## src/rtl/dhtfr_pkg.sv

```systemverilog
// Shared types and codes for the single-wire sensor frame receiver.
package dhtfr_pkg;

  localparam int unsigned FrameBits = 40;
  localparam int unsigned BitIdxW   = 6;
  localparam int unsigned PhaseW    = 3;
  localparam int unsigned CfgIdxW   = 3;
  localparam int unsigned CfgDataW  = 16;

  // Phase codes
  localparam logic [PhaseW-1:0] PH_IDLE  = 3'd0;
  localparam logic [PhaseW-1:0] PH_READY = 3'd1;
  localparam logic [PhaseW-1:0] PH_ERROR = 3'd2;
  localparam logic [PhaseW-1:0] PH_HOLD  = 3'd3;
  localparam logic [PhaseW-1:0] PH_ACK   = 3'd4;
  localparam logic [PhaseW-1:0] PH_RESP  = 3'd5;
  localparam logic [PhaseW-1:0] PH_RECV  = 3'd6;

  // Function codes of an input word
  localparam logic [1:0] FUNC_START = 2'd0;
  localparam logic [1:0] FUNC_TICK  = 2'd1;
  localparam logic [1:0] FUNC_EDGE  = 2'd2;
  localparam logic [1:0] FUNC_POLL  = 2'd3;

  // Configuration register indexes
  localparam logic [CfgIdxW-1:0] CFG_PIN_MASK   = 3'd0;
  localparam logic [CfgIdxW-1:0] CFG_HOLD_TICKS = 3'd1;
  localparam logic [CfgIdxW-1:0] CFG_ACK_LIMIT  = 3'd2;
  localparam logic [CfgIdxW-1:0] CFG_RESP_LIMIT = 3'd3;
  localparam logic [CfgIdxW-1:0] CFG_BIT_LIMIT  = 3'd4;
  localparam logic [CfgIdxW-1:0] CFG_ONE_THRESH = 3'd5;

  typedef struct packed {
    logic [15:0] pin_mask;
    logic [7:0]  start_hold_ticks;
    logic [15:0] ack_limit_us;
    logic [15:0] response_limit_us;
    logic [15:0] bit_limit_us;
    logic [15:0] one_threshold_us;
  } cfg_t;

  typedef struct packed {
    logic [1:0]  func;
    logic [15:0] edge_pin;
    logic [15:0] interval_us;
  } item_t;

  typedef struct packed {
    logic [PhaseW-1:0] phase;
    logic              line_drive_low;
    logic              edge_listen;
    logic              interval_restart;
    logic              has_data;
    logic [7:0]        humidity_whole;
    logic [7:0]        humidity_tenths;
    logic [7:0]        temperature_whole;
    logic [7:0]        temperature_tenths;
  } result_t;

endpackage

```

## src/rtl/dhtfr_cfg_regs.sv

```systemverilog
// Configuration register file of the sensor frame receiver.
module dhtfr_cfg_regs (
  input  logic                           clk_i,
  input  logic                           rst_ni,
  input  logic                           cfg_we_i,
  input  logic [dhtfr_pkg::CfgIdxW-1:0]  cfg_idx_i,
  input  logic [dhtfr_pkg::CfgDataW-1:0] cfg_wdata_i,
  output dhtfr_pkg::cfg_t                cfg_o
);
  import dhtfr_pkg::*;

  cfg_t cfg_q, cfg_d;

  always_comb begin
    cfg_d = cfg_q;
    if (cfg_we_i) begin
      unique case (cfg_idx_i)
        CFG_PIN_MASK:   cfg_d.pin_mask          = cfg_wdata_i;
        CFG_HOLD_TICKS: cfg_d.start_hold_ticks  = cfg_wdata_i[7:0];
        CFG_ACK_LIMIT:  cfg_d.ack_limit_us      = cfg_wdata_i;
        CFG_RESP_LIMIT: cfg_d.response_limit_us = cfg_wdata_i;
        CFG_BIT_LIMIT:  cfg_d.bit_limit_us      = cfg_wdata_i;
        CFG_ONE_THRESH: cfg_d.one_threshold_us  = cfg_wdata_i;
        default: ;
      endcase
    end
  end

  always_ff @(posedge clk_i or negedge rst_ni) begin
    if (!rst_ni) begin
      cfg_q.pin_mask          <= 16'd32;
      cfg_q.start_hold_ticks  <= 8'd19;
      cfg_q.ack_limit_us      <= 16'd50;
      cfg_q.response_limit_us <= 16'd200;
      cfg_q.bit_limit_us      <= 16'd140;
      cfg_q.one_threshold_us  <= 16'd100;
    end else begin
      cfg_q <= cfg_d;
    end
  end

  assign cfg_o = cfg_q;

endmodule

```

## src/rtl/dhtfr_core.sv

```systemverilog
// Phase state machine, bit shifter and checksum check of the receiver.
module dhtfr_core (
  input  logic               clk_i,
  input  logic               rst_ni,
  input  logic               step_i,
  input  dhtfr_pkg::item_t   item_i,
  input  dhtfr_pkg::cfg_t    cfg_i,
  output dhtfr_pkg::result_t res_o
);
  import dhtfr_pkg::*;

  logic [PhaseW-1:0]    phase_q, phase_d;
  logic [7:0]           hold_q, hold_d;
  logic [BitIdxW-1:0]   bit_idx_q, bit_idx_d;
  logic [FrameBits-1:0] shift_q, shift_d;
  logic [31:0]          reading_q, reading_d;

  logic [7:0]           hold_inc;
  logic [BitIdxW-1:0]   bit_inc;
  logic                 bit_val;
  logic [FrameBits-1:0] shift_next;
  logic [7:0]           csum;
  logic                 restart;
  logic                 has_data;
  logic                 listening;

  assign hold_inc   = hold_q + 8'd1;
  assign bit_inc    = bit_idx_q + BitIdxW'(1);
  assign bit_val    = item_i.interval_us > cfg_i.one_threshold_us;
  assign shift_next = {shift_q[FrameBits-2:0], bit_val};
  assign csum       = shift_next[39:32] + shift_next[31:24] + shift_next[23:16]
                      + shift_next[15:8];
  assign listening  = (phase_q == PH_ACK) || (phase_q == PH_RESP) || (phase_q == PH_RECV);

  always_comb begin
    phase_d   = phase_q;
    hold_d    = hold_q;
    bit_idx_d = bit_idx_q;
    shift_d   = shift_q;
    reading_d = reading_q;
    restart   = 1'b0;
    has_data  = 1'b0;

    unique case (item_i.func)
      FUNC_START: begin
        phase_d = PH_HOLD;
        hold_d  = 8'd0;
      end
      FUNC_TICK: begin
        if (phase_q == PH_HOLD) begin
          hold_d = hold_inc;
          if (hold_inc >= cfg_i.start_hold_ticks) begin
            phase_d = PH_ACK;
            hold_d  = 8'd0;
            restart = 1'b1;
          end
        end
      end
      FUNC_EDGE: begin
        if (item_i.edge_pin == cfg_i.pin_mask && listening) begin
          restart = 1'b1;
          case (phase_q)
            PH_ACK: begin
              phase_d = (item_i.interval_us > cfg_i.ack_limit_us) ? PH_ERROR : PH_RESP;
            end
            PH_RESP: begin
              if (item_i.interval_us > cfg_i.response_limit_us) begin
                phase_d = PH_ERROR;
              end else begin
                shift_d   = '0;
                bit_idx_d = '0;
                phase_d   = PH_RECV;
              end
            end
            default: begin
              // receiving a data bit
              if (item_i.interval_us > cfg_i.bit_limit_us) begin
                phase_d = PH_ERROR;
              end else begin
                shift_d   = shift_next;
                bit_idx_d = bit_inc;
                if (bit_inc >= BitIdxW'(FrameBits)) begin
                  if (csum == shift_next[7:0]) begin
                    reading_d = shift_next[39:8];
                    phase_d   = PH_READY;
                  end else begin
                    phase_d = PH_ERROR;
                  end
                end
              end
            end
          endcase
        end
      end
      default: begin
        if (phase_q == PH_READY) begin
          has_data = 1'b1;
          phase_d  = PH_IDLE;
        end
      end
    endcase
  end

  always_ff @(posedge clk_i or negedge rst_ni) begin
    if (!rst_ni) begin
      phase_q   <= PH_IDLE;
      hold_q    <= '0;
      bit_idx_q <= '0;
      shift_q   <= '0;
      reading_q <= '0;
    end else if (step_i) begin
      phase_q   <= phase_d;
      hold_q    <= hold_d;
      bit_idx_q <= bit_idx_d;
      shift_q   <= shift_d;
      reading_q <= reading_d;
    end
  end

  always_comb begin
    res_o.phase              = phase_d;
    res_o.line_drive_low     = (phase_d == PH_HOLD);
    res_o.edge_listen        = (phase_d == PH_ACK) || (phase_d == PH_RESP)
                               || (phase_d == PH_RECV);
    res_o.interval_restart   = restart;
    res_o.has_data           = has_data;
    res_o.humidity_whole     = reading_d[31:24];
    res_o.humidity_tenths    = reading_d[23:16];
    res_o.temperature_whole  = reading_d[15:8];
    res_o.temperature_tenths = reading_d[7:0];
  end

endmodule

```

## src/rtl/dht_sensor_frame_receiver_unit.sv

```systemverilog
// Top level of the single-wire humidity and temperature sensor frame receiver.
//
//  channel | direction | handshake               | payload
//  --------+-----------+-------------------------+---------------------------------------
//  in      | input     | in_valid_i / in_ready_o | func, edge_pin, interval_us
//  out     | output    | out_valid_o/out_ready_i | phase, line/listen/restart/has_data,
//          |           |                         | humidity and temperature bytes
//  cfg     | input     | cfg_we_i                | cfg_idx_i, cfg_wdata_i
//
// A word is held in the input register, then the phase logic runs and the result
// lands in the output register; one word per cycle while the output is not stalled.
// The input register only advances while the output register is empty or being
// taken, so an output stall holds one word in each register and then drops in_ready_o.
// Reset clears the valid flags, the phase state and the configuration to defaults.
module dht_sensor_frame_receiver_unit (
  input  logic                           clk_i,
  input  logic                           rst_ni,
  input  logic                           cfg_we_i,
  input  logic [dhtfr_pkg::CfgIdxW-1:0]  cfg_idx_i,
  input  logic [dhtfr_pkg::CfgDataW-1:0] cfg_wdata_i,
  input  logic                           in_valid_i,
  output logic                           in_ready_o,
  input  logic [1:0]                     func_i,
  input  logic [15:0]                    edge_pin_i,
  input  logic [15:0]                    interval_us_i,
  output logic                           out_valid_o,
  input  logic                           out_ready_i,
  output logic [dhtfr_pkg::PhaseW-1:0]   phase_o,
  output logic                           line_drive_low_o,
  output logic                           edge_listen_o,
  output logic                           interval_restart_o,
  output logic                           has_data_o,
  output logic [7:0]                     humidity_whole_o,
  output logic [7:0]                     humidity_tenths_o,
  output logic [7:0]                     temperature_whole_o,
  output logic [7:0]                     temperature_tenths_o
);
  import dhtfr_pkg::*;

  cfg_t    cfg;
  item_t   item_q;
  logic    in_vld_q;
  result_t res, res_q;
  logic    out_vld_q;
  logic    step;

  assign step       = in_vld_q && (!out_vld_q || out_ready_i);
  assign in_ready_o = !in_vld_q || step;

  dhtfr_cfg_regs u_cfg (
    .clk_i,
    .rst_ni,
    .cfg_we_i,
    .cfg_idx_i,
    .cfg_wdata_i,
    .cfg_o (cfg)
  );

  dhtfr_core u_core (
    .clk_i,
    .rst_ni,
    .step_i (step),
    .item_i (item_q),
    .cfg_i  (cfg),
    .res_o  (res)
  );

  always_ff @(posedge clk_i or negedge rst_ni) begin
    if (!rst_ni) begin
      in_vld_q  <= 1'b0;
      out_vld_q <= 1'b0;
    end else begin
      if (in_ready_o) begin
        in_vld_q <= in_valid_i;
      end
      if (step) begin
        out_vld_q <= 1'b1;
      end else if (out_ready_i) begin
        out_vld_q <= 1'b0;
      end
    end
  end

  always_ff @(posedge clk_i) begin
    if (in_valid_i && in_ready_o) begin
      item_q.func        <= func_i;
      item_q.edge_pin    <= edge_pin_i;
      item_q.interval_us <= interval_us_i;
    end
    if (step) begin
      res_q <= res;
    end
  end

  assign out_valid_o          = out_vld_q;
  assign phase_o              = res_q.phase;
  assign line_drive_low_o     = res_q.line_drive_low;
  assign edge_listen_o        = res_q.edge_listen;
  assign interval_restart_o   = res_q.interval_restart;
  assign has_data_o           = res_q.has_data;
  assign humidity_whole_o     = res_q.humidity_whole;
  assign humidity_tenths_o    = res_q.humidity_tenths;
  assign temperature_whole_o  = res_q.temperature_whole;
  assign temperature_tenths_o = res_q.temperature_tenths;

endmodule
```

## config.mk

```make
export PLATFORM = sky130hd
export DESIGN_NAME = dht_sensor_frame_receiver_unit
export DESIGN_NICKNAME = d
export VERILOG_FILES = /design/src/rtl/dhtfr_pkg.sv /design/src/rtl/dhtfr_cfg_regs.sv /design/src/rtl/dhtfr_core.sv /design/src/rtl/dht_sensor_frame_receiver_unit.sv
export SDC_FILE = /design/constraint.sdc
export NUM_CORES = 1
export LEC_CHECK = 0
export BUFFER_PORTS_ARGS = -buffer_cell sky130_fd_sc_hd__buf_2
export CORE_ASPECT_RATIO = 0.6
export CORE_MARGIN = 1.5
export CORE_UTILIZATION = 50
export DETAILED_ROUTE_END_ITERATION = 7
export PLACE_DENSITY = 0.7
export SKIP_CTS_REPAIR_TIMING = 1
export SYNTH_ARGS = -nofsm -noshare
export SYNTH_HDL_FRONTEND = slang
export SYNTH_SLANG_ARGS = --single-unit
```

## constraint.sdc

```tcl
create_clock -name clk_i -period 12.7 [get_ports clk_i]
set_input_delay 1.27 -clock clk_i [delete_from_list [all_inputs] [get_ports clk_i]]
set_output_delay 1.27 -clock clk_i [all_outputs]
set_load 0.02 [all_outputs]
```

==> flow_metrics.env, run 1 <==
export IMPL_maxSlewViolCount=0
export IMPL_cp_max_fo=45
export IMPL_vias=8545
export IMPL_ir_drop_mv=0.114
export IMPL_path_common_cell="fa_1"
export IMPL_area_growth_pct=12.7
export IMPL_synthArstFlopShare_pct=70.9
export IMPL_clock_skew_ns=0.0141
export IMPL_p_per_area_nw_per_um2=140
export IMPL_end_kind="register"
export IMPL_grt_pass1_vias=8113
export IMPL_stdcell_count=1547
export IMPL_grt_max_degree=90
export IMPL_cts_buffer_depth=3
export IMPL_avgSynthCellArea_um2=11.6
export IMPL_max_cap_violations=0
export IMPL_insertedDiodeCount=0
export IMPL_critical_path_depth=14
export IMPL_fillCellCount=2069
export IMPL_multi_input_area_um2=5610
export IMPL_synth_xor_area_share_pct=2.68
export IMPL_seq_area_um2=6670
export IMPL_cpPeakStageDelay_ns=0.66
export IMPL_crit_required_ns=13.11
export IMPL_synth_area_um2=12800
export IMPL_path_clk_slew_ns=0.06
export IMPL_critical_path_class="reg -> reg"
export IMPL_gr_total_overflow=0
export IMPL_cp_start_kind="register"
export IMPL_cp_top_family="simple AND/OR/NAND/NOR gates"
export IMPL_setup_tns_ns=0
export IMPL_yosysSeqAreaShare_pct=52.2
export IMPL_dpl_cell_count=1502
export IMPL_routed_wl_um=29300
export IMPL_cts_tree="yes"
export IMPL_rr_worst_depth=14
export IMPL_grt_use_total_pct=22.6
export IMPL_wl_per_cell_um=19.0
export IMPL_finalHoldViolations=0
export IMPL_clk_latency_ns=0.54
export IMPL_grt_first_pass_wirelength_um=46700
export IMPL_yosysUniqueCellTypes=65
export IMPL_synth_edff_count=73
export IMPL_yosys_mux_area_fraction_pct=9.97
export IMPL_slew_headroom_pct=20.1
export IMPL_drtPass1Iterations=5
export IMPL_viasPerCell=5.52
export IMPL_port_buffers=98
export IMPL_antenna_left=0
export IMPL_die_area_um2=26500
export IMPL_root_buffer="clkbuf_16"
export IMPL_gp_congestion=0.876
export IMPL_synth_top_family_by_area="simple AND/OR/NAND/NOR gates"
export IMPL_rsz0062_at_grt="no"
export IMPL_outcome="finished clean"
export IMPL_finalWorstSetupSlack_ns=7.61
export IMPL_r2r_end="u_core.reading_q[0]"
export IMPL_grt_antenna_before_repair=0
export IMPL_path_cells="fa_1, inv_1, fa_1, inv_1, ha_1, fa_1, nand3_1, nand2_1, xnor2_1, nand4b_1, nor4b_4, nand4_4, nand2b_4, mux2_1"
export IMPL_setup_violations=0
export IMPL_hold_path_class="reg -> reg"
export IMPL_synthSimpleGateAreaFrac_pct=10.9
export IMPL_hpwl_um=20900
export IMPL_synth_area_top_cells="dfrtp_1 32%, edfxtp_1 17%, ha_1 8.5%"
export IMPL_die_w_um=209
export IMPL_synth_top_cell_by_area="dfrtp_1"
export IMPL_start_util_pct=50.7
export IMPL_total_leakage_power_nw=6.56
export IMPL_fmax_mhz=196
export IMPL_finalNetCount=1359
export IMPL_netlist_area_leader_share_pct=31.8
export IMPL_period_share_pct=40.1
export IMPL_crit_path_end="u_core.reading_q[0]"
export IMPL_synth_compound_area_share_pct=9.49
export IMPL_remaining_drc_errors=0
export IMPL_cp_arrival_ns=5.50
export IMPL_cpMaxStageDelayCell="nand2b_4"
export IMPL_synth_nets=1262
export IMPL_synth_fa_ha_area_share_pct=10.7
export IMPL_synthTopCellsByCount="162 x dfrtp_1, 149 x nand2_1, 112 x o21ai_0"
export IMPL_critPathLaunch="u_core.shift_q[8]"
export IMPL_r2r_start="u_core.shift_q[8]"
export IMPL_ys_warn_count=0
export IMPL_die_h_um=127
export IMPL_synth_most_common_cell="dfrtp_1"
export IMPL_ys_flop_type="dfrtp_1"
export IMPL_cts_sinks=251
export IMPL_rrSetupSlack_ns=7.61
export IMPL_num_io_pins=99
export IMPL_ys_ff_latch=251
export IMPL_num_rows=45
export IMPL_worst_pin_slew_ns=1.19
export IMPL_dp_slack_ns=7.65
export IMPL_drtIter0Drc=606
export IMPL_netlist_instances=1103
export IMPL_min_period_ns=5.09
export IMPL_numCtsBuffers=25
export IMPL_cts_htree_levels=1
export IMPL_cp_num_buf_inv=2
export IMPL_core_area_um2=25200
export IMPL_final_layout_size_suffix_gt1_share_pct=22.7
==> per-layer routing <==
layer	vias up	routed length (µm)	global-route usage, %
li1	4089	-	-
met1	4191	16000	38.2
met5	-	0	0
met2	230	10900	28.8
met4	0	570	4.69
met3	35	1800	4.31
==> state kept, by name, indices dropped and copies added, names as in the netlist, 3 cells and up <==
signal and count:
humidity_whole_o 8, temperature_whole_o 8, temperature_tenths_o 8, u_cfg.cfg_o 88, u_core.reading_q 32, humidity_tenths_o 8
u_core.phase_q 3, u_core.bit_idx_q 6, phase_o 3, u_core.shift_q 39, item_q 34, u_core.hold_q 8
==> metrics by stage <==
stage	util [%]	instance area (µm²)	total power [mW]	hold slack, ns
final	57.2	14400	2.01	0.484
after global routing	57.2	14400	2.11	0.500
after CTS	57.2	14400	2.03	0.486
after detailed placement	54.0	13600	1.29	0.482
after global placement	54.0	13600	1.27	0.467
after floorplan	-	12800	1.18	0.449
==> kinds of logic (layout without fill, tap and decap cells) <==
logic type               count (synthesis)  in the layout
AND/OR/NAND/NOR                        281            281
flip-flops                             251            251
XOR/XNOR                                39             39
buffers and inverters                  126            241
AO/OA/AOI/OAI                          200            200
adder cells (fa/ha/maj)                101            101
multiplexers                           105            105
==> placed cells by master, fill, tap and decap left out, drive strengths merged, types with 8 or more instances in the layout <==
master,count
xnor2,28
a21o,13
and2,9
mux2,105
a21oi,24
o21ai,119
ha,87
nand4,19
dfstp,16
fa,14
nor2b,8
nand3,18
nand2,149
a32o,8
dfrtp,162
xor2,11
edfxtp,73
nor4,12
inv,89
buf,108
and3,8
nor2,18
clkbuf,36
==> report_power, final <==
group	leakage, nW	switching [mW]	internal, mW
Clock	0.385	0.315	0.422
Combinational	3.17	0.179	0.133
Sequential	3.00	0.0443	0.921
Total	6.56	0.538	1.48
==> final cells by class <==
| type | count | area share (%) |
|---|---|---|
| inverter | 88 | 2.30 |
| tap | 329 | 2.86 |
| timing repair buffer | 108 | 3.97 |
| clock buffer | 36 | 4.84 |
| sequential | 251 | 46.3 |
| clock inverter | 9 | 0.696 |
| multi-input combinational | 726 | 39.0 |
==> how the worst min path moves through the flow <==
| stage | start | slack, ns | end | cells after the start |
|---|---|---|---|---|
| 6_report | in_vld_q | 0.48 | out_valid_o | 1 |
| 5_1_grt | in_vld_q | 0.50 | out_valid_o | 1 |
| 4_1_cts | in_vld_q | 0.49 | out_valid_o | 1 |
| 3_5_place_dp | in_vld_q | 0.48 | out_valid_o | 1 |
| 3_3_place_gp | in_vld_q | 0.47 | out_valid_o | 1 |
| 2_1_floorplan | in_vld_q | 0.45 | out_valid_o | 1 |
Note: power is estimated with default switching activity, not from simulation.
==> run 2, diff against run 1 <==
Settings changed: ABC_AREA set to 1.
Clock period 12.7 ns to 5 ns, I/O delays scaled along.
==> flow_metrics.env, run 2 <==
export IMPL_ys_ff_latch=251
export IMPL_cts_buffer_depth=3
export IMPL_netlist_area_leader_share_pct=31.4
export IMPL_cp_arrival_ns=4.63
export IMPL_path_clk_slew_ns=0.07
export IMPL_rr_worst_depth=19
export IMPL_finalWorstSetupSlack_ns=0.618
export IMPL_p_per_area_nw_per_um2=370
export IMPL_clock_skew_ns=0.0259
export IMPL_synth_edff_count=73
export IMPL_r2r_start="u_core.shift_q[8]"
export IMPL_yosysUniqueCellTypes=43
export IMPL_setup_tns_ns=0
export IMPL_num_rows=45
export IMPL_remaining_drc_errors=0
export IMPL_finalNetCount=1671
export IMPL_dp_slack_ns=0.604
export IMPL_cpMaxStageDelayCell="fa_1"
export IMPL_final_layout_size_suffix_gt1_share_pct=13.3
export IMPL_synth_area_top_cells="dfrtp_1 31%, edfxtp_1 17%, nand2_1 11%"
export IMPL_drtIter0Drc=815
export IMPL_start_util_pct=51.0
export IMPL_grt_first_pass_wirelength_um=49600
export IMPL_synth_area_um2=12900
export IMPL_area_growth_pct=12.1
export IMPL_synth_xor_area_share_pct=1.22
export IMPL_max_cap_violations=0
export IMPL_die_area_um2=26900
export IMPL_synth_compound_area_share_pct=10.9
export IMPL_die_h_um=128
export IMPL_total_leakage_power_nw=7.16
export IMPL_port_buffers=98
export IMPL_grt_pass1_vias=9079
export IMPL_path_cells="fa_1, inv_1, fa_1, inv_1, ha_1, fa_1, nand2_1, inv_1, nor2_1, nor2_1, nand2_1, nor2_1, nand3_1, nor3_1, nand4_1, or3_2, buf_4, nand2_1, o21ai_2"
export IMPL_hpwl_um=22000
export IMPL_slew_headroom_pct=29.7
export IMPL_synthTopCellsByCount="379 x nand2_1, 210 x inv_1, 162 x dfrtp_1"
export IMPL_setup_violations=0
export IMPL_multi_input_area_um2=5220
export IMPL_grt_max_degree=92
export IMPL_crit_path_end="humidity_tenths_o[5]"
export IMPL_ys_warn_count=0
export IMPL_root_buffer="clkbuf_16"
export IMPL_fmax_mhz=228
export IMPL_cp_max_fo=64
export IMPL_cpPeakStageDelay_ns=0.54
export IMPL_worst_pin_slew_ns=1.05
export IMPL_routed_wl_um=30300
export IMPL_avgSynthCellArea_um2=9.10
export IMPL_die_w_um=211
export IMPL_gp_congestion=0.894
export IMPL_final_common_cell="nand2_1"
export IMPL_maxSlewViolCount=0
export IMPL_numCtsBuffers=24
export IMPL_synth_most_common_cell="nand2_1"
export IMPL_synth_top_cell_by_area="dfrtp_1"
export IMPL_seq_area_um2=6670
export IMPL_outcome="finished clean"
export IMPL_grt_antenna_before_repair=2
export IMPL_netlist_instances=1420
export IMPL_grt_use_total_pct=23.6
export IMPL_largest_reg_flops=88
export IMPL_hold_path_class="in -> async"
export IMPL_synthArstFlopShare_pct=70.9
export IMPL_wl_per_cell_um=16.3
export IMPL_viasPerCell=5.25
export IMPL_crit_required_ns=5.25
export IMPL_rrSetupSlack_ns=0.62
export IMPL_ir_drop_mv=0.221
export IMPL_cp_start_kind="register"
export IMPL_fillCellCount=2276
export IMPL_core_area_um2=25300
export IMPL_critical_path_class="reg -> reg"
export IMPL_cts_sinks=251
export IMPL_synth_fa_ha_area_share_pct=10.6
export IMPL_yosys_mux_area_fraction_pct=0
export IMPL_finalHoldViolations=0
export IMPL_cts_tree="yes"
export IMPL_antenna_left=0
export IMPL_ys_flop_type="dfrtp_1"
export IMPL_r2r_end="humidity_tenths_o[5]"
export IMPL_synthSimpleGateAreaFrac_pct=17.7
export IMPL_cts_htree_levels=1
export IMPL_synth_top_family_by_area="simple AND/OR/NAND/NOR gates"
export IMPL_end_kind="register"
export IMPL_vias=9757
export IMPL_yosysSeqAreaShare_pct=51.6
export IMPL_clk_latency_ns=0.55
export IMPL_rsz0062_at_grt="no"
export IMPL_critPathLaunch="u_core.shift_q[8]"
export IMPL_gr_total_overflow=0
export IMPL_period_share_pct=87.6
export IMPL_min_period_ns=4.38
export IMPL_drtPass1Iterations=5
export IMPL_final_cell_mix="379 x nand2_1, 210 x inv_1, 162 x dfrtp_1"
export IMPL_synth_nets=1579
export IMPL_num_io_pins=99
## run 2: cell types whose count changed after synthesis, moves of 15 or more
cell,delta
nand2_1,+230
inv_1,+122
mux2_2,-79
nand3_1,+57
nor2_1,+34
o21ai_0,+34
o21ai_2,+31
mux2_4,-24
xnor2_1,-23
a21oi_1,+15
## run 2: power breakdown
part / leakage (nW) / switching [mW] / total (mW) / internal, mW
registers: 2.87 / 0.145 / 2.51 / 2.36
clock network: 0.389 / 0.795 / 1.87 / 1.07
logic: 3.90 / 0.649 / 0.983 / 0.334
## run 2: per-stage QoR
step,utilization [%],hold WS (ns),cells,area (µm²),power (mW)
floorplan,-,0.204,1420,12900,3.16
global route,57.2,0.0898,1860,14500,5.65
detailed placement,54.0,0.465,1815,13700,3.51
finish,57.2,0.0108,1860,14500,5.36
global placement,54.0,0.462,1815,13700,3.47
CTS,57.2,0.0548,1859,14500,5.38
## run 2: cell families (layout without fill, tap and decap cells)
group | Yosys count | count (layout)
XOR/XNOR | 18 | 18
adder cells (fa/ha/maj) | 101 | 101
AND/OR/NAND/NOR | 552 | 552
buffers and inverters | 256 | 366
flip-flops | 251 | 251
AO/OA/AOI/OAI | 242 | 242
other | 0 | 1
## run 2: layout make-up
class                           count  share of cell area [%]
Sequential cell                   251                    46.0
Multi-Input combinational cell    913                    36.0
Inverter                          213                    5.52
Clock buffer                       37                    4.84
Timing Repair Buffer              109                    4.08
Tap cell                          329                    2.84
Clock inverter                      7                   0.656
Antenna cell                        1                  0.0173
## run 2: worst min path at each step
stage	from	end	slack (ns)	depth (start not counted)
floorplan	rst_ni	in_vld_q	0.20	0
global placement	u_core.reading_q[16]	u_core.reading_q[16]	0.46	2
detailed placement	u_core.reading_q[29]	u_core.reading_q[29]	0.47	2
CTS	rst_ni	u_cfg.cfg_o[45]	0.05	1
global route	rst_ni	u_cfg.cfg_o[45]	0.09	1
finish	rst_ni	u_cfg.cfg_o[45]	0.01	1
## run 2: routing by layer
layer	share of wire, %	vias to the layer above	track usage, %
met5	0.023	-	0
met4	1.3	2	3.82
met3	7.3	37	4.97
met2	38	276	31.4
met1	53	4643	39.2
li1	-	4799	-
## run 2: worst max-delay path: cells and delay by family, from the launching register on
kind,cells,cell delay (ns)
buffers and inverters,4,0.52
AOI/OAI and AO/OA,1,0.08
and+or+nand+nor,10,1.23
adders and majority gates,4,1.79
DFF,1,0.42
==> run 3, diff against run 2 <==
Settings changed: CORE_ASPECT_RATIO 0.6 to 0.7, PLACE_DENSITY 0.7 to 0.73.
Clock period 5 ns to 3.6 ns, I/O delays scaled along.
==> flow_metrics.env, run 3 (synthesis results as in run 2) <==
export IMPL_path_clk_slew_ns=0.07
export IMPL_hpwl_um=21900
export IMPL_antenna_left=0
export IMPL_finalNetCount=1734
export IMPL_cpMaxStageDelayCell="fa_1"
export IMPL_total_leakage_power_nw=7.57
export IMPL_rsz0062_at_grt="yes"
export IMPL_ir_drop_mv=0.307
export IMPL_viasPerCell=5.31
export IMPL_gr_total_overflow=0
export IMPL_maxSlewViolCount=0
export IMPL_vias=10200
export IMPL_routed_wl_um=32200
export IMPL_grt_first_pass_wirelength_um=49700
export IMPL_num_io_pins=99
export IMPL_insertedDiodeCount=0
export IMPL_worst_pin_slew_ns=1.10
export IMPL_finalHoldViolations=0
export IMPL_final_common_cell="nand2_1"
export IMPL_wl_per_cell_um=16.7
export IMPL_cts_htree_levels=1
export IMPL_die_w_um=195
export IMPL_drtIter0Drc=894
export IMPL_max_cap_violations=0
export IMPL_setup_violations=70
export IMPL_dp_slack_ns=-0.646
export IMPL_path_common_cell="nand2_1"
export IMPL_grt_antenna_before_repair=0
export IMPL_num_rows=49
export IMPL_root_buffer="clkbuf_16"
export IMPL_fillCellCount=2094
export IMPL_final_layout_size_suffix_gt1_share_pct=18.4
export IMPL_cts_tree="yes"
export IMPL_period_share_pct=115
export IMPL_cp_max_fo=8
export IMPL_area_growth_pct=19.6
export IMPL_end_kind="register"
export IMPL_slew_headroom_pct=26.3
export IMPL_crit_required_ns=4.00
export IMPL_p_per_area_nw_per_um2=503
export IMPL_grt_use_total_pct=23.5
export IMPL_fmax_mhz=241
export IMPL_cpPeakStageDelay_ns=0.55
export IMPL_drtPass1Iterations=6
export IMPL_cts_buffer_depth=3
export IMPL_outcome="finished with violations"
export IMPL_violations="setup timing"
export IMPL_remaining_drc_errors=0
export IMPL_final_cell_mix="345 x nand2_1, 207 x inv_1, 162 x dfrtp_1"
export IMPL_clock_skew_ns=0.0358
export IMPL_path_cells="fa_1, inv_2, fa_1, inv_1, ha_2, fa_1, nand2_1, inv_1, nor2_1, nor2_1, nand2_1, nor2_1, nand3_1, nor3_2, nand4_1, or3_4, clkbuf_16, nand2_4, o21ai_2, nand2_1, nand2_1"
export IMPL_cp_start_kind="register"
export IMPL_start_util_pct=50.6
export IMPL_hold_path_class="in -> reg"
export IMPL_die_area_um2=26800
export IMPL_critical_path_class="reg -> reg"
export IMPL_holdWs_ns=0.00529
export IMPL_cp_arrival_ns=4.55
export IMPL_grt_max_degree=78
export IMPL_core_area_um2=25600
export IMPL_largest_reg_flops=88
export IMPL_numCtsBuffers=26
export IMPL_grt_pass1_vias=9480
export IMPL_port_buffers=98
export IMPL_finalWorstSetupSlack_ns=-0.544
export IMPL_clk_latency_ns=0.56
export IMPL_cts_sinks=251
export IMPL_min_period_ns=4.14
export IMPL_die_h_um=138
export IMPL_gp_congestion=0.921
==> run 3: path summary, 6_finish.rpt <==
path | from | endpoint | slack [ns] | depth (start not counted)
hold / removal | interval_us_i[1] | item_q[1] | 0.005 | 1
setup / recovery | u_core.shift_q[8] | u_core.reading_q[12] | -0.54 | 21
setup reg to reg | u_core.shift_q[8] | u_core.reading_q[12] | -0.54 | 21
min in group asynchronous | rst_ni | u_core.shift_q[15] | 0.37 | 2
max in group asynchronous | rst_ni | u_core.shift_q[25] | 2.21 | 3
hold reg to reg | u_core.reading_q[25] | u_core.reading_q[25] | 0.48 | 2
==> run 3: layout make-up <==
cell class                 count  area [µm²]  area share (%)
multi-input combinational    913        5460            35.3
clock buffer                  30         676            4.37
timing repair buffer         170        1220            7.91
inverter                     213         802            5.19
tap                          331         414            2.68
clock inverter                18         228            1.47
sequential                   251        6670            43.1
==> run 3: stage by stage <==
| step | TNS (ns) | cells | utilization [%] | power, mW | area [µm²] |
|---|---|---|---|---|---|
| after detailed placement | -38.24 | 1847 | 54.7 | 4.87 | 14000 |
| after global routing | -49.32 | 1926 | 60.5 | 8.16 | 15500 |
| final | -32.97 | 1926 | 60.5 | 7.78 | 15500 |
| after CTS | -43.54 | 1895 | 58.3 | 7.75 | 14900 |
| after global placement | -24.65 | 1847 | 54.7 | 4.80 | 14000 |
| after floorplan | -8.64 | 1420 | - | 4.39 | 13000 |
==> run 3: worst max-delay path: cells and delay by family (launching register included) <==
kind / cells / cell delay, ns
buf+inv: 4 / 0.37
flops: 1 / 0.40
simple gates: 12 / 1.42
fa+ha+maj: 4 / 1.72
compound gates: 1 / 0.06
==> run 3: report_power, final <==
part / internal [mW] / leakage (nW) / switching, mW
clock network: 1.71 / 0.441 / 1.18
registers: 3.28 / 2.87 / 0.198
logic: 0.499 / 4.26 / 0.912
total: 5.49 / 7.57 / 2.29
==> run 3: layer usage <==
layer,vias up,wire length (µm),part of all wire [%],track usage [%]
li1,4923,-,-,-
met4,0,585,1.8,5.64
met1,4902,15900,49,36.7
met5,-,0,0,0
met3,45,2340,7.3,4.01
met2,348,13400,42,33.7
